**src/design/assert_macros.svh**
```systemverilog
// Assertion helpers shared by the RTL.
// Every property is sampled on clk_i; ASSERT_CLK properties are ignored while rst_ni is low.
`ifndef ASSERT_MACROS_SVH
`define ASSERT_MACROS_SVH

// Assertion that is checked only outside reset.
`define ASSERT_CLK(label, prop, msg) \
  label: assert property (@(posedge clk_i) disable iff (!rst_ni) (prop)) else $error(msg);

// Assertion that is also checked while reset is asserted.
`define ASSERT_ALWAYS(label, prop, msg) \
  label: assert property (@(posedge clk_i) (prop)) else $error(msg);

`endif

```
**src/design/mrsp_pkg.sv**
```systemverilog
package mrsp_pkg;

  // Status byte ranges
  localparam logic [7:0] VoiceHigh  = 8'hEF;
  localparam logic [7:0] CommonHigh = 8'hF7;

  // Message lengths
  localparam logic [1:0] LenNone  = 2'd0;
  localparam logic [1:0] LenShort = 2'd2;
  localparam logic [1:0] LenLong  = 2'd3;

  // Bytes held in the open message
  localparam logic [1:0] HeldNone   = 2'd0;
  localparam logic [1:0] HeldStatus = 2'd1;
  localparam logic [1:0] HeldFirst  = 2'd2;

  // Message length by status high nibble
  localparam logic [1:0] LenByNibble [16] = '{
    LenNone, LenNone, LenNone, LenNone, LenNone, LenNone, LenNone, LenNone,
    LenLong, LenLong, LenLong, LenLong, LenShort, LenShort, LenLong, LenNone
  };

  typedef enum logic [1:0] {
    KindData,
    KindVoice,
    KindCommon,
    KindRealtime
  } byte_kind_e;

  // One completed voice message
  typedef struct packed {
    logic [1:0] message_length;
    logic [6:0] second_data;
    logic [6:0] first_data;
    logic [7:0] status_byte;
  } msg_t;

  function automatic logic [1:0] len_of(input logic [7:0] status);
    return LenByNibble[status[7:4]];
  endfunction

  function automatic byte_kind_e kind_of(input logic [7:0] b);
    byte_kind_e k;
    if (!b[7]) begin
      k = KindData;
    end else if (b <= VoiceHigh) begin
      k = KindVoice;
    end else if (b <= CommonHigh) begin
      k = KindCommon;
    end else begin
      k = KindRealtime;
    end
    return k;
  endfunction

endpackage

```
**src/design/mrsp_in_reg.sv**
```systemverilog
// Input register slice: holds one received byte until the parser takes it.
module mrsp_in_reg (
  input  logic       clk_i,
  input  logic       rst_ni,
  input  logic       valid_i,
  output logic       ready_o,
  input  logic [7:0] byte_i,
  output logic       valid_o,
  output logic [7:0] byte_o,
  input  logic       take_i
);

  logic       valid_q, valid_d;
  logic [7:0] byte_q;
  logic       load;

  // Free when empty or when the held word leaves this cycle
  assign ready_o = !valid_q || take_i;
  assign load    = valid_i && ready_o;

  always_comb begin
    valid_d = valid_q;
    if (load) begin
      valid_d = 1'b1;
    end else if (take_i) begin
      valid_d = 1'b0;
    end
  end

  always_ff @(posedge clk_i or negedge rst_ni) begin
    if (!rst_ni) begin
      valid_q <= 1'b0;
    end else begin
      valid_q <= valid_d;
    end
  end

  always_ff @(posedge clk_i) begin
    if (load) begin
      byte_q <= byte_i;
    end
  end

  assign valid_o = valid_q;
  assign byte_o  = byte_q;

endmodule

```
**src/design/mrsp_parser.sv**
```systemverilog
`include "assert_macros.svh"

// Running-status parser: one byte per take; the result is combinational and the state is registered on each take.
module mrsp_parser (
  input  logic          clk_i,
  input  logic          rst_ni,
  input  logic          take_i,
  input  logic [7:0]    byte_i,
  output logic          res_valid_o,
  output mrsp_pkg::msg_t res_o
);

  logic [7:0] status_q, status_d;
  logic [1:0] exp_len_q, exp_len_d;
  logic [1:0] held_q, held_d;
  logic [6:0] first_q, first_d;

  logic [1:0] eff_len;
  logic       open_new;

  // Next state and result for the byte being taken
  always_comb begin
    status_d    = status_q;
    exp_len_d   = exp_len_q;
    held_d      = held_q;
    first_d     = first_q;
    res_valid_o = 1'b0;
    res_o       = '0;
    open_new    = (held_q == mrsp_pkg::HeldNone);
    eff_len     = open_new ? mrsp_pkg::len_of(status_q) : exp_len_q;

    unique case (mrsp_pkg::kind_of(byte_i))
      mrsp_pkg::KindData: begin
        if (status_q != '0) begin
          res_o.status_byte = status_q;
          exp_len_d = eff_len;
          if (open_new || held_q == mrsp_pkg::HeldStatus) begin
            if (eff_len == mrsp_pkg::LenShort) begin
              res_valid_o          = 1'b1;
              res_o.first_data     = byte_i[6:0];
              res_o.message_length = mrsp_pkg::LenShort;
              held_d               = mrsp_pkg::HeldNone;
            end else begin
              first_d = byte_i[6:0];
              held_d  = mrsp_pkg::HeldFirst;
            end
          end else begin
            res_valid_o          = 1'b1;
            res_o.first_data     = first_q;
            res_o.second_data    = byte_i[6:0];
            res_o.message_length = mrsp_pkg::LenLong;
            held_d               = mrsp_pkg::HeldNone;
          end
        end
      end
      mrsp_pkg::KindVoice: begin
        status_d  = byte_i;
        exp_len_d = mrsp_pkg::len_of(byte_i);
        held_d    = mrsp_pkg::HeldStatus;
      end
      mrsp_pkg::KindCommon: begin
        status_d = '0;
        held_d   = mrsp_pkg::HeldNone;
      end
      mrsp_pkg::KindRealtime: begin
        // ignored, open message stays
      end
      default: begin
      end
    endcase
  end

  always_ff @(posedge clk_i or negedge rst_ni) begin
    if (!rst_ni) begin
      status_q  <= '0;
      exp_len_q <= mrsp_pkg::LenNone;
      held_q    <= mrsp_pkg::HeldNone;
      first_q   <= '0;
    end else if (take_i) begin
      status_q  <= status_d;
      exp_len_q <= exp_len_d;
      held_q    <= held_d;
      first_q   <= first_d;
    end
  end

  // Checks
  `ASSERT_ALWAYS(a_open_has_status,
    held_q != mrsp_pkg::HeldNone |-> status_q != '0,
    "message open without running status")
  `ASSERT_CLK(a_emit_closes,
    take_i && res_valid_o |=> held_q == mrsp_pkg::HeldNone,
    "message still open after it was emitted")
  `ASSERT_CLK(a_emit_status_range,
    res_valid_o |-> res_o.status_byte[7] && res_o.status_byte <= mrsp_pkg::VoiceHigh,
    "emitted status outside voice range")
  `ASSERT_CLK(a_short_no_second,
    res_valid_o && res_o.message_length == mrsp_pkg::LenShort |-> res_o.second_data == '0,
    "two-byte message carries second data")

endmodule

```
**src/design/mrsp_out_reg.sv**
```systemverilog
// Output register: holds one message until the sink takes it.
module mrsp_out_reg (
  input  logic           clk_i,
  input  logic           rst_ni,
  input  logic           load_i,
  input  mrsp_pkg::msg_t msg_i,
  output logic           free_o,
  output logic           valid_o,
  input  logic           ready_i,
  output mrsp_pkg::msg_t msg_o
);

  logic           valid_q, valid_d;
  mrsp_pkg::msg_t msg_q;

  assign free_o = !valid_q || ready_i;

  always_comb begin
    valid_d = valid_q;
    if (load_i) begin
      valid_d = 1'b1;
    end else if (ready_i) begin
      valid_d = 1'b0;
    end
  end

  always_ff @(posedge clk_i or negedge rst_ni) begin
    if (!rst_ni) begin
      valid_q <= 1'b0;
    end else begin
      valid_q <= valid_d;
    end
  end

  always_ff @(posedge clk_i) begin
    if (load_i) begin
      msg_q <= msg_i;
    end
  end

  assign valid_o = valid_q;
  assign msg_o   = msg_q;

endmodule

```
**src/design/midi_running_status_parser.sv**
```systemverilog
// MIDI running-status parser. Raw MIDI bytes go in on the slave stream, one
// per word; each complete channel voice message comes out on the master stream
// as one word. Status bytes 0x80-0xEF open a message and set running status,
// data bytes complete it (reusing running status when no message is open),
// 0xF0-0xF7 clear running status and drop a partial message, and real-time
// bytes 0xF8-0xFF are ignored. One byte is accepted every cycle while the sink
// keeps up. A message is offered on the master stream after its last byte has
// been held in the input register slice and the combinational parser has
// written its result straight into the output register.
// A stalled sink holds the output register and, through it, the input.
module midi_running_status_parser (
  input  logic        clk_i,
  input  logic        rst_ni,
  input  logic        s_axis_tvalid,
  output logic        s_axis_tready,
  input  logic [7:0]  s_axis_tdata,   // [7:0] midi_byte
  output logic        m_axis_tvalid,
  input  logic        m_axis_tready,
  output logic [23:0] m_axis_tdata    // [7:0] status_byte, [14:8] first_data,
                                      // [21:15] second_data, [23:22] message_length
);

  logic           in_valid;
  logic [7:0]     in_byte;
  logic           take;
  logic           out_free;
  logic           res_valid;
  mrsp_pkg::msg_t res;
  mrsp_pkg::msg_t out_msg;

  // A byte moves through the parser only when the result slot can take it
  assign take = in_valid && out_free;

  mrsp_in_reg u_in_reg (
    .clk_i   (clk_i),
    .rst_ni  (rst_ni),
    .valid_i (s_axis_tvalid),
    .ready_o (s_axis_tready),
    .byte_i  (s_axis_tdata),
    .valid_o (in_valid),
    .byte_o  (in_byte),
    .take_i  (take)
  );

  mrsp_parser u_parser (
    .clk_i       (clk_i),
    .rst_ni      (rst_ni),
    .take_i      (take),
    .byte_i      (in_byte),
    .res_valid_o (res_valid),
    .res_o       (res)
  );

  mrsp_out_reg u_out_reg (
    .clk_i   (clk_i),
    .rst_ni  (rst_ni),
    .load_i  (take && res_valid),
    .msg_i   (res),
    .free_o  (out_free),
    .valid_o (m_axis_tvalid),
    .ready_i (m_axis_tready),
    .msg_o   (out_msg)
  );

  assign m_axis_tdata = out_msg;

endmodule
```
**config.mk**
```make
export PLATFORM = sky130hd
export DESIGN_NAME = midi_running_status_parser
export DESIGN_NICKNAME = d
export VERILOG_FILES = /design/src/design/mrsp_pkg.sv /design/src/design/mrsp_in_reg.sv /design/src/design/mrsp_parser.sv /design/src/design/mrsp_out_reg.sv /design/src/design/midi_running_status_parser.sv
export VERILOG_INCLUDE_DIRS = /design/src /design/src/design
export SDC_FILE = /design/constraint.sdc
export NUM_CORES = 1
export LEC_CHECK = 0
export BUFFER_PORTS_ARGS = -buffer_cell sky130_fd_sc_hd__buf_2
export CAP_MARGIN = 10
export CORE_MARGIN = 3
export CORE_UTILIZATION = 54
export CTS_BUF_LIST = sky130_fd_sc_hd__clkbuf_8 sky130_fd_sc_hd__clkbuf_16
export CTS_CLUSTER_SIZE = 24
export DETAILED_ROUTE_END_ITERATION = 12
export PLACE_DENSITY_LB_ADDON = 0.12
export SLEW_MARGIN = 15
export SYNTH_ARGS = -nofsm -noshare
export SYNTH_HDL_FRONTEND = slang
export SYNTH_SLANG_ARGS = --single-unit
```
**constraint.sdc**
```tcl
create_clock -name clk_i -period 3 [get_ports clk_i]
set_input_delay 0.6 -clock clk_i [delete_from_list [all_inputs] [get_ports clk_i]]
set_output_delay 0.6 -clock clk_i [all_outputs]
set_load 0.02 [all_outputs]
```
# Word level (Yosys, flattened, before mapping)
# Memory sizes are Yosys's and may differ from the RTL's.
# Cells that the tools add are included.
dict set report classes {
  n_mux 27
  bitwise_logic 5
  magnitude_cmp 4
  eq_ne 5
  reduce_logical 22
}
# operator n
set op_table {}
lappend op_table {{two-way mux 2 bit} 13}
lappend op_table {{less-or-equal comparator 8 bit, second input constant} 2}
lappend op_table {{case mux 8 bit (2 select lines)} 1}
lappend op_table {{two-way mux 7 bit} 2}
lappend op_table {{greater-or-equal comparator 5 bit, second input constant} 2}
lappend op_table {{inverter 4 -> 5 bit} 2}
lappend op_table {{two-way mux 1 bit} 9}
lappend op_table {{nonzero test 2 bit} 4}
lappend op_table {{nonzero test 8 bit} 1}
lappend op_table {{case mux 2 bit (3 select lines)} 1}
lappend op_table {{AND reduction 3 bit} 2}
lappend op_table {{AND reduction 5 bit} 1}
lappend op_table {{== test 2 x 1 -> 1 bit, second input constant} 2}
lappend op_table {{== test 2 bit, second input constant} 2}
lappend op_table {{zero test 2 bit} 2}
lappend op_table {{case mux 2 bit (2 select lines)} 1}
lappend op_table {{AND reduction 2 bit} 2}
lappend op_table {{logical AND 1 bit} 3}
lappend op_table {{logical OR 1 bit} 3}
lappend op_table {{inverter 1 bit} 3}
lappend op_table {{nonzero test 3 bit} 1}
lappend op_table {{OR reduction 3 bit} 1}
lappend op_table {{zero test 1 bit} 2}
lappend op_table {{!= test 2 x 1 -> 1 bit, second input constant} 1}
dict set report totals {
  register_bits 53
  rom_bits 64
  out_inout_bits 26
  memories 2
  input_bits 12
  wordCells 76
}
# memory words word_bits read_ports rd_clocked_by_memory_dff write_ports line
set mem_list {}
lappend mem_list {{(no name shown)} 16 2 1 0 0 mrsp_pkg.sv:39} ;# return LenByNibble[status[7:4]];
lappend mem_list {{(no name shown)} 16 2 1 0 0 mrsp_pkg.sv:39}

# Longest topological paths before layout
# Gate-level depths: netlist of run 1.
dict set report depth {
  ltp_word 12
  ltp_mapped 5
  ltp_nobuf 4
}

# By module
# Synthesis of run 1 repeated with hierarchy kept, for this count alone.
dict set report unflattened {
  hier_cells 179
  hier_area_um2 2306.0
}
# mod seq_area_each_um2 area_per_inst_um2 cells_each instances
set modules_own_cells {}
lappend modules_own_cells {mrsp_parser 475.5 1231.2 138 1}
lappend modules_own_cells {mrsp_out_reg 745.7 768.2 27 1}
lappend modules_own_cells {mrsp_in_reg 265.3 294.0 12 1}
lappend modules_own_cells {midi_running_status_parser 0.0 12.5 2 1}

# Worst setup path before layout of run 1
# Ideal clock, no wire load.
dict set report synth_path {
  path_kind {reg-to-reg}
  start {reg u_parser.status_q[5]}
  end {reg u_out_reg.msg_q (netlist bit u_out_reg.msg_o[0]) (enable)}
  stages_incl_launch_ff 5
  path_buffers 0
  setup_slack_ns 0.492
  period_less_slack_ns 2.508
  t_required_ns 2.595
  arrival_time_ns 2.103
  setup_time_ns 0.405
  cell_sequence {dfrtp_1 -> nor2b_1 -> o211ai_1 -> a31oi_1 -> nor2_1}
}
dict set report synth_via {
  elab_chain_len 11
  word_cells_on_any_way 12
  cone_classes {1 x eq/ne; 7 x mux; 1 x bitwise; 2 x reduce/logical; 1 x memory}
}
# item line
set synth_lines {}
lappend synth_lines {{start, declared} mrsp_parser.sv:13} ;# logic [7:0] status_q, status_d;
lappend synth_lines {{start signal, assigned} mrsp_parser.sv:80} ;# status_q <= status_d;
lappend synth_lines {{inverter 4 -> 5 bit (not written as such)} mrsp_pkg.sv:39}
lappend synth_lines {{memory read (16 x 2 bit)} n/a}
lappend synth_lines {{two-way mux 2 bit (not written as such) (2 in series)} mrsp_pkg.sv:39}
lappend synth_lines {{two-way mux 2 bit} mrsp_parser.sv:30} ;# eff_len = open_new ? mrsp_pkg::len_of(status_q) : exp_len_q;
lappend synth_lines {{== test 2 bit} mrsp_parser.sv:38} ;# if (eff_len == mrsp_pkg::LenShort) begin
lappend synth_lines {{two-way mux 1 bit} mrsp_parser.sv:38}
lappend synth_lines {{two-way mux 1 bit} mrsp_parser.sv:37} ;# if (open_new || held_q == mrsp_pkg::HeldStatus) begin
lappend synth_lines {{two-way mux 1 bit (*)} mrsp_parser.sv:34} ;# if (status_q != '0) begin
lappend synth_lines {{two-way mux 1 bit (*)} mrsp_parser.sv:32} ;# unique case (mrsp_pkg::kind_of(byte_i))
lappend synth_lines {{logical AND 1 bit (*)} midi_running_status_parser.sv:57} ;# .load_i (take && res_valid),
lappend synth_lines {{net u_out_reg.load_i} mrsp_out_reg.sv:5} ;# input logic load_i,
lappend synth_lines {{end signal, assigned} mrsp_out_reg.sv:37} ;# msg_q <= msg_i;
lappend synth_lines {{end, declared} mrsp_out_reg.sv:14} ;# mrsp_pkg::msg_t msg_q;
# Mark *: on every way through the listed nets, which the timed path passes. The rest lies on a longest branch. The select of a mux whose other input is x is not followed.
# A chain may end at the register's enable or synchronous reset.

# Worst setup path in the final report of run 1
dict set report layout_path {
  start {reg u_parser.held_q[1]}
  end {reg u_out_reg.msg_q (netlist bit u_out_reg.msg_o[23]) (enable)}
}
dict set report layout_via {
  elab_chain_len 8
  word_cells_on_any_way 10
  cone_classes {2 x eq/ne; 5 x mux; 3 x reduce/logical}
}
# item line
set layout_lines {}
lappend layout_lines {{start, declared} mrsp_parser.sv:15} ;# logic [1:0] held_q, held_d;
lappend layout_lines {{start signal, assigned} mrsp_parser.sv:77} ;# held_q <= mrsp_pkg::HeldNone;
lappend layout_lines {{start signal, assigned} mrsp_parser.sv:82} ;# held_q <= held_d;
lappend layout_lines {{zero test 2 bit} mrsp_parser.sv:29} ;# open_new = (held_q == mrsp_pkg::HeldNone);
lappend layout_lines {{two-way mux 2 bit} mrsp_parser.sv:30}
lappend layout_lines {{== test 2 bit} mrsp_parser.sv:38}
lappend layout_lines {{two-way mux 1 bit} mrsp_parser.sv:38}
lappend layout_lines {{two-way mux 1 bit (*)} mrsp_parser.sv:37}
lappend layout_lines {{two-way mux 1 bit (*)} mrsp_parser.sv:34}
lappend layout_lines {{two-way mux 1 bit (*)} mrsp_parser.sv:32}
lappend layout_lines {{logical AND 1 bit (*)} midi_running_status_parser.sv:57}
lappend layout_lines {{net u_out_reg.load_i} mrsp_out_reg.sv:5}
# Mark *: on every way through the listed nets, which the timed path passes. The rest lies on a longest branch.

==> results.toml, run 1 <==
[timing]
clock.fmax_mhz = 438
period_minus_slack_ns = 2.28
setup_viol = 0
worst_pin_slew_ns = 0.670
maxSlewViolCount = 0
fin_hold_ws_ns = 0.242
tns_ns = 0
slew_headroom = 0.554
finalHoldViolations = 0
fin_skew_ns = 0.00737
rsz0062_at_grt = "no"
finalCritPeriodShare = 0.760

[clocking]
root_buffer = "clkbuf_8"
cts_setup_buffers = 0
clk_path_buf_depth = 2
postCtsResizedCells = 0
cts_buffers = 5
cts_tree = "done"
clk_pin_slew_ns = 0.09
postCtsHoldBufs = 0
htree_levels = 2
clock-sinks = 53
insertion_delay_ns = 0.29

[logic_synthesis]
syn-cell-area_um2 = 2160
synth_warnings = 0
yosysTopAreaCellShare = 0.444
synthesis.instances = 152
syn_area_per_cell_um2 = 14.2
netlist-cell-type-count = 31
ys_seq_area_frac = 0.687
synth_nets = 164
synth_area_leaders = "edfxtp_1 (44%), dfrtp_1 (24%), mux2_2 (3.6%)"
ys_ff_latch = 53
yosysTopAreaCell = "edfxtp_1"

[die]
die_width_um = 69.3
die_h_um = 69.3
die_area_um2 = 4800
start_util = 0.574
num_rows = 22
core_um2 = 3770
io_pins = 38

[detailed_routing]
avgRoutedWirePerCell_um = 15.8
dr.pass1.iters = 4
drt-initial-drc-count = 130
drc = 0
vias = 1369
viasPerCell = 5.68
ant_nets = 0
drt-total-wl_um = 3820

[worst_setup_path]
path_class = "flip-flop to flip-flop"
ff2ff_path_depth = 5
r2r_slack_ns = 0.72
endpoint_kind = "flip-flop"
regToRegStartpoint = "u_parser.held_q[1]"
crit_required_ns = 2.97
reg2reg_to = "u_out_reg.msg_o[23]"
worstPathMaxFanout = 24
cp-start-kind = "flip-flop"
arrival_ns = 2.25
startpoint = "u_parser.held_q[1]"

[power]
p_per_area_nw_per_um2 = 870
p_leak_nw = 1.01
irDropWorstVdd_mv = 0.474

[global_route]
grt_pass1_wl_um = 6460
grt_antenna_before_repair = 0
grt_max_degree = 25
grt_overflow = 0
grt_pass1_vias = 1380
grtUsageTotal = 0.170

[finish]
layout_commonest_cell = "buf_2"
diodes = 0
nets = 204
fill_cells = 277
area_growth_pct = 14.8
drive_gt1_frac = 0.301
layout_common_cells = "buf_2 (37), edfxtp_1 (32), dfrtp_1 (21), nand3_1 (11)"

[placed_design]
dp_hpwl_um = 2710
gp_congestion = 0.878
io_buffers = 37

[run]
cap_violations = 0

[min_path]
hold_class = "primary input to async pin"

[run_status]
status = "finished clean"
[worst max-delay path by stage]
stage                          endpoint  slack, ns  depth (start not counted)
floorplan            u_out_reg.msg_o[0]       0.49                          4
global placement    u_parser.first_q[0]       0.92                          4
detailed placement  u_parser.first_q[0]       0.78                          4
CTS                 u_parser.first_q[0]       0.77                          4
global route        u_out_reg.msg_o[19]       0.57                          5
finish              u_out_reg.msg_o[23]       0.72                          5
[sequential cells by signal, indices dropped and copies added, names as in the netlist]
name,flops
u_parser.first_q,7
u_parser.exp_len_q,2
u_in_reg.byte_o,8
u_parser.status_q,8
u_parser.held_q,2
u_out_reg.msg_o,24
u_out_reg.valid_o,1
u_in_reg.valid_o,1
[layout make-up]
cell class	instances	area (µm²)	area share
Timing Repair Buffer	38	193	0.0775
Tap cell	48	60.1	0.0242
Multi-Input combinational cell	92	654	0.263
Inverter	2	7.51	0.00302
Clock inverter	3	15.0	0.00604
Sequential cell	53	1490	0.598
Clock buffer	5	68.8	0.0277
[power by group]
group / switching (mW) / leakage (nW) / internal (mW)
combinational: 0.363 / 0.409 / 0.266
clock: 0.209 / 0.0467 / 0.159
sequential: 0.156 / 0.555 / 1.01
[logic make-up after synthesis]
| group | after synthesis | synth area share |
|---|---|---|
| mux | 7 | 0.0364 |
| flops | 53 | 0.687 |
| buf+inv | 7 | 0.0121 |
| simple gates | 53 | 0.140 |
| compound gates | 32 | 0.125 |
[critical path, cell delays in order, from the launching register on]
cell,delay [ns]
dfrtp_1,0.75
nor2_1,0.21
o211ai_1,0.29
a31oi_1,0.24
nor2_2,0.15
buf_4,0.32
[routing by layer]
metal | global-route usage | part of all wire
met3 | 0.0478 | 0.072
met4 | 0.0542 | 0.0050
met5 | 0 | 0
met1 | 0.221 | 0.43
met2 | 0.276 | 0.49
[Yosys cell counts]
cell type and number:
or4_4 2, o311ai_2 1, nand2_1 10, and3_1 8, o22a_1 1, nand3_1 11
a311oi_4 1, mux2_2 7, edfxtp_1 32, nor2b_1 9, a21o_1 3, nand3b_1 1
o211ai_1 1, inv_1 2, buf_1 1, a21oi_1 1, nand2b_1 2, o21ai_0 10
o2111ai_4 1, nor2_1 4, a32o_1 1, dfrtp_1 21, nand4_1 1, and2_1 3
o21a_1 1, nor3b_2 1, o21bai_1 1, clkbuf_1 4, a22o_1 8, a31oi_1 2
nand4b_1 1
[stage by stage]
stage / util / setup slack, ns / total power, mW / area (µm²) / instances
floorplan: - / 0.492 / 1.62 / 2160 / 152
global placement: 0.637 / 0.919 / 1.78 / 2400 / 233
global route: 0.659 / 0.568 / 2.29 / 2480 / 241
finish: 0.659 / 0.719 / 2.16 / 2480 / 241
CTS: 0.659 / 0.767 / 2.18 / 2480 / 241
detailed placement: 0.637 / 0.785 / 1.81 / 2400 / 233
No activity file was read; power rests on OpenSTA's default activity.
==> inputs of run 2 (changes only) <==
--- a/config.mk
+++ b/config.mk
@@ -6,6 +6,7 @@
 export SDC_FILE = /design/constraint.sdc
 export NUM_CORES = 1
 export LEC_CHECK = 0
+export ABC_AREA = 1
 export BUFFER_PORTS_ARGS = -buffer_cell sky130_fd_sc_hd__buf_2
 export CAP_MARGIN = 10
 export CORE_MARGIN = 3
==> constraint.sdc (replaced) <==
create_clock -name clk_i -period 2.1 [get_ports clk_i]
set_input_delay 0.42 -clock clk_i [delete_from_list [all_inputs] [get_ports clk_i]]
set_output_delay 0.42 -clock clk_i [all_outputs]
set_load 0.02 [all_outputs]
==> run 2 against run 1 <==
Critical path type unchanged. Die area fell by 0.36%. Final cell count rose by 22%. Sequential power rose by 37%. Wire length fell by 0.45%. Clock-buffer cell count did not move. Clock power rose by 50%. Worst hold slack got worse by 0.18 ns. Global-route usage rose by 0.58 points. Maximum frequency rose by 29%. Synthesized cell count rose by 32%. Highest routed layer unchanged. Largest cell class unchanged. Non-clock buffer count rose by 2.
==> results.toml, run 2 <==
[worst_setup_path]
slowest_delay_ns = 0.43
path_class = "flip-flop to flip-flop"
worstPathMaxFanout = 24
endpoint_kind = "flip-flop"
arrival_ns = 1.79
crit_slowest_cell = "dfrtp_1"
crit_required_ns = 2.11
worstPathCellList = "inv_2 -> nand2_2 -> nand2_1 -> nand3_4 -> nand2_1 -> nand2_1 -> inv_1 -> buf_12"
cp-start-kind = "flip-flop"
path_common_cell = "nand2_1"

[logic_synthesis]
yosysTopAreaCell = "edfxtp_1"
syn-cell-area_um2 = 2160
ys.flop_type = "edfxtp_1"
synth_common_cells = "nand2_1 (48), edfxtp_1 (32), nor2_1 (24), dfrtp_1 (21), inv_1 (19)"
ys_seq_area_frac = 0.689
netlist-cell-type-count = 21
synthesis.instances = 200
syn_area_per_cell_um2 = 10.8
ys_ff_latch = 53
async_flop_share = 0.396
synth-edff-count = 32
synth_nets = 212
synth_warnings = 0
yosysMostFrequentCell = "nand2_1"
synth_area_leaders = "edfxtp_1 (45%), dfrtp_1 (24%), nand2_1 (8.4%)"
yosysTopAreaCellShare = 0.446

[finish]
area_growth_pct = 16.5
nets = 257
diodes = 0
final_core_utilization = 0.671
fill_cells = 323
seq_area_um2 = 1490
final_area_um2 = 2510
largest_register_ffs = 24
layout_commonest_cell = "nand2_1"
drive_gt1_frac = 0.256
layout_common_cells = "nand2_1 (48), buf_2 (37), edfxtp_1 (32), nor2_1 (24), dfrtp_1 (21)"
multi_input_area_um2 = 557

[timing]
period_minus_slack_ns = 1.78
finalHoldViolations = 0
maxSlewViolCount = 0
fin_skew_ns = 0.00895
fin_hold_ws_ns = 0.0579
rsz0062_at_grt = "no"
worst_pin_slew_ns = 0.475
setup_viol = 0
tns_ns = 0
clock.fmax_mhz = 563
finalCritPeriodShare = 0.845
slew_headroom = 0.683

[clocking]
clk_pin_slew_ns = 0.09
postCtsResizedCells = 0
insertion_delay_ns = 0.31
htree_levels = 2
cts_tree = "done"
postCtsHoldBufs = 0
cts_setup_buffers = 0
root_buffer = "clkbuf_8"
clk_path_buf_depth = 2
clock-sinks = 53
cts_buffers = 5

[detailed_routing]
avgRoutedWirePerCell_um = 12.9
dr.pass1.iters = 4
viasPerCell = 4.95
drt-total-wl_um = 3800
ant_nets = 0
vias = 1456
drt-initial-drc-count = 137
drc = 0

[global_route]
grt_max_degree = 25
grt_pass1_vias = 1390
grt_pass1_wl_um = 6500
grt_overflow = 0
grt_antenna_before_repair = 0
grtUsageTotal = 0.176

[placed_design]
gp_congestion = 0.831
io_buffers = 37
placed_area_um2 = 2420
dp_hpwl_um = 2810

[die]
io_pins = 38
start_util = 0.576
die_area_um2 = 4790
core_um2 = 3740
die_h_um = 69.2
num_rows = 22
die_width_um = 69.2

[power]
finalPower_mw = 3.23
p_leak_nw = 1.17
irDropWorstVdd_mv = 0.806
p_per_area_nw_per_um2 = 1290

[run_status]
status = "finished clean"

[min_path]
hold_class = "primary input to async pin"

[run]
cap_violations = 0
-- run 2: critical path: cells and delay by family (launching register included) --
| kind | cells | cell delay (ns) |
|---|---|---|
| buf+inv | 3 | 0.49 |
| flops | 1 | 0.43 |
| simple gates | 5 | 0.56 |
-- run 2: kinds of logic after synthesis --
| family | synth area share |
|---|---|
| AO/OA/AOI/OAI | 0.0493 |
| buffers and inverters | 0.0522 |
| flip-flops | 0.689 |
| AND/OR/NAND/NOR | 0.209 |
-- run 2: final cells by class --
cell class,instances,area share
clock inverters,3,0.00747
clock buffers,5,0.0274
well taps,48,0.0239
repair buffers,40,0.0876
inverters,27,0.0403
flip-flops and latches,53,0.592
multi-input cells,118,0.222
-- run 2: path summary, 6_finish.rpt --
path | slack (ns) | to | cells after the start | from
setup reg to reg | 0.32 | u_out_reg.msg_o[7] | 8 | u_parser.held_q[1]
setup / recovery | 0.32 | u_out_reg.msg_o[7] | 8 | u_parser.held_q[1]
max in group asynchronous | 1.71 | u_parser.status_q[4] | 1 | rst_ni
hold reg to reg | 0.48 | u_parser.first_q[2] | 2 | u_parser.first_q[2]
min in group clk_i | 0.29 | u_in_reg.byte_o[7] | 1 | s_axis_tdata[7]
hold / removal | 0.06 | u_parser.status_q[1] | 1 | rst_ni
-- run 2: power breakdown --
group	internal [mW]	total, mW	switching, mW
sequential	1.45	1.60	0.145
clock	0.230	0.549	0.319
combinational	0.341	1.08	0.744
-- run 2: per-layer routing --
| layer | global-route usage | part of all wire | vias to the layer above |
|---|---|---|---|
| met2 | 0.255 | 0.46 | 56 |
| met4 | 0.0868 | 0.017 | 0 |
| li1 | - | - | 750 |
| met3 | 0.0406 | 0.067 | 8 |
| met1 | 0.250 | 0.46 | 642 |
| met5 | 0 | 0 | - |
-- run 2: per-stage QoR --
stage                     setup WS, ns  cells
after floorplan                  0.204    200
after global placement           0.368    286
after detailed placement         0.327    286
after CTS                        0.318    294
after global routing             0.197    294
final                            0.325    294
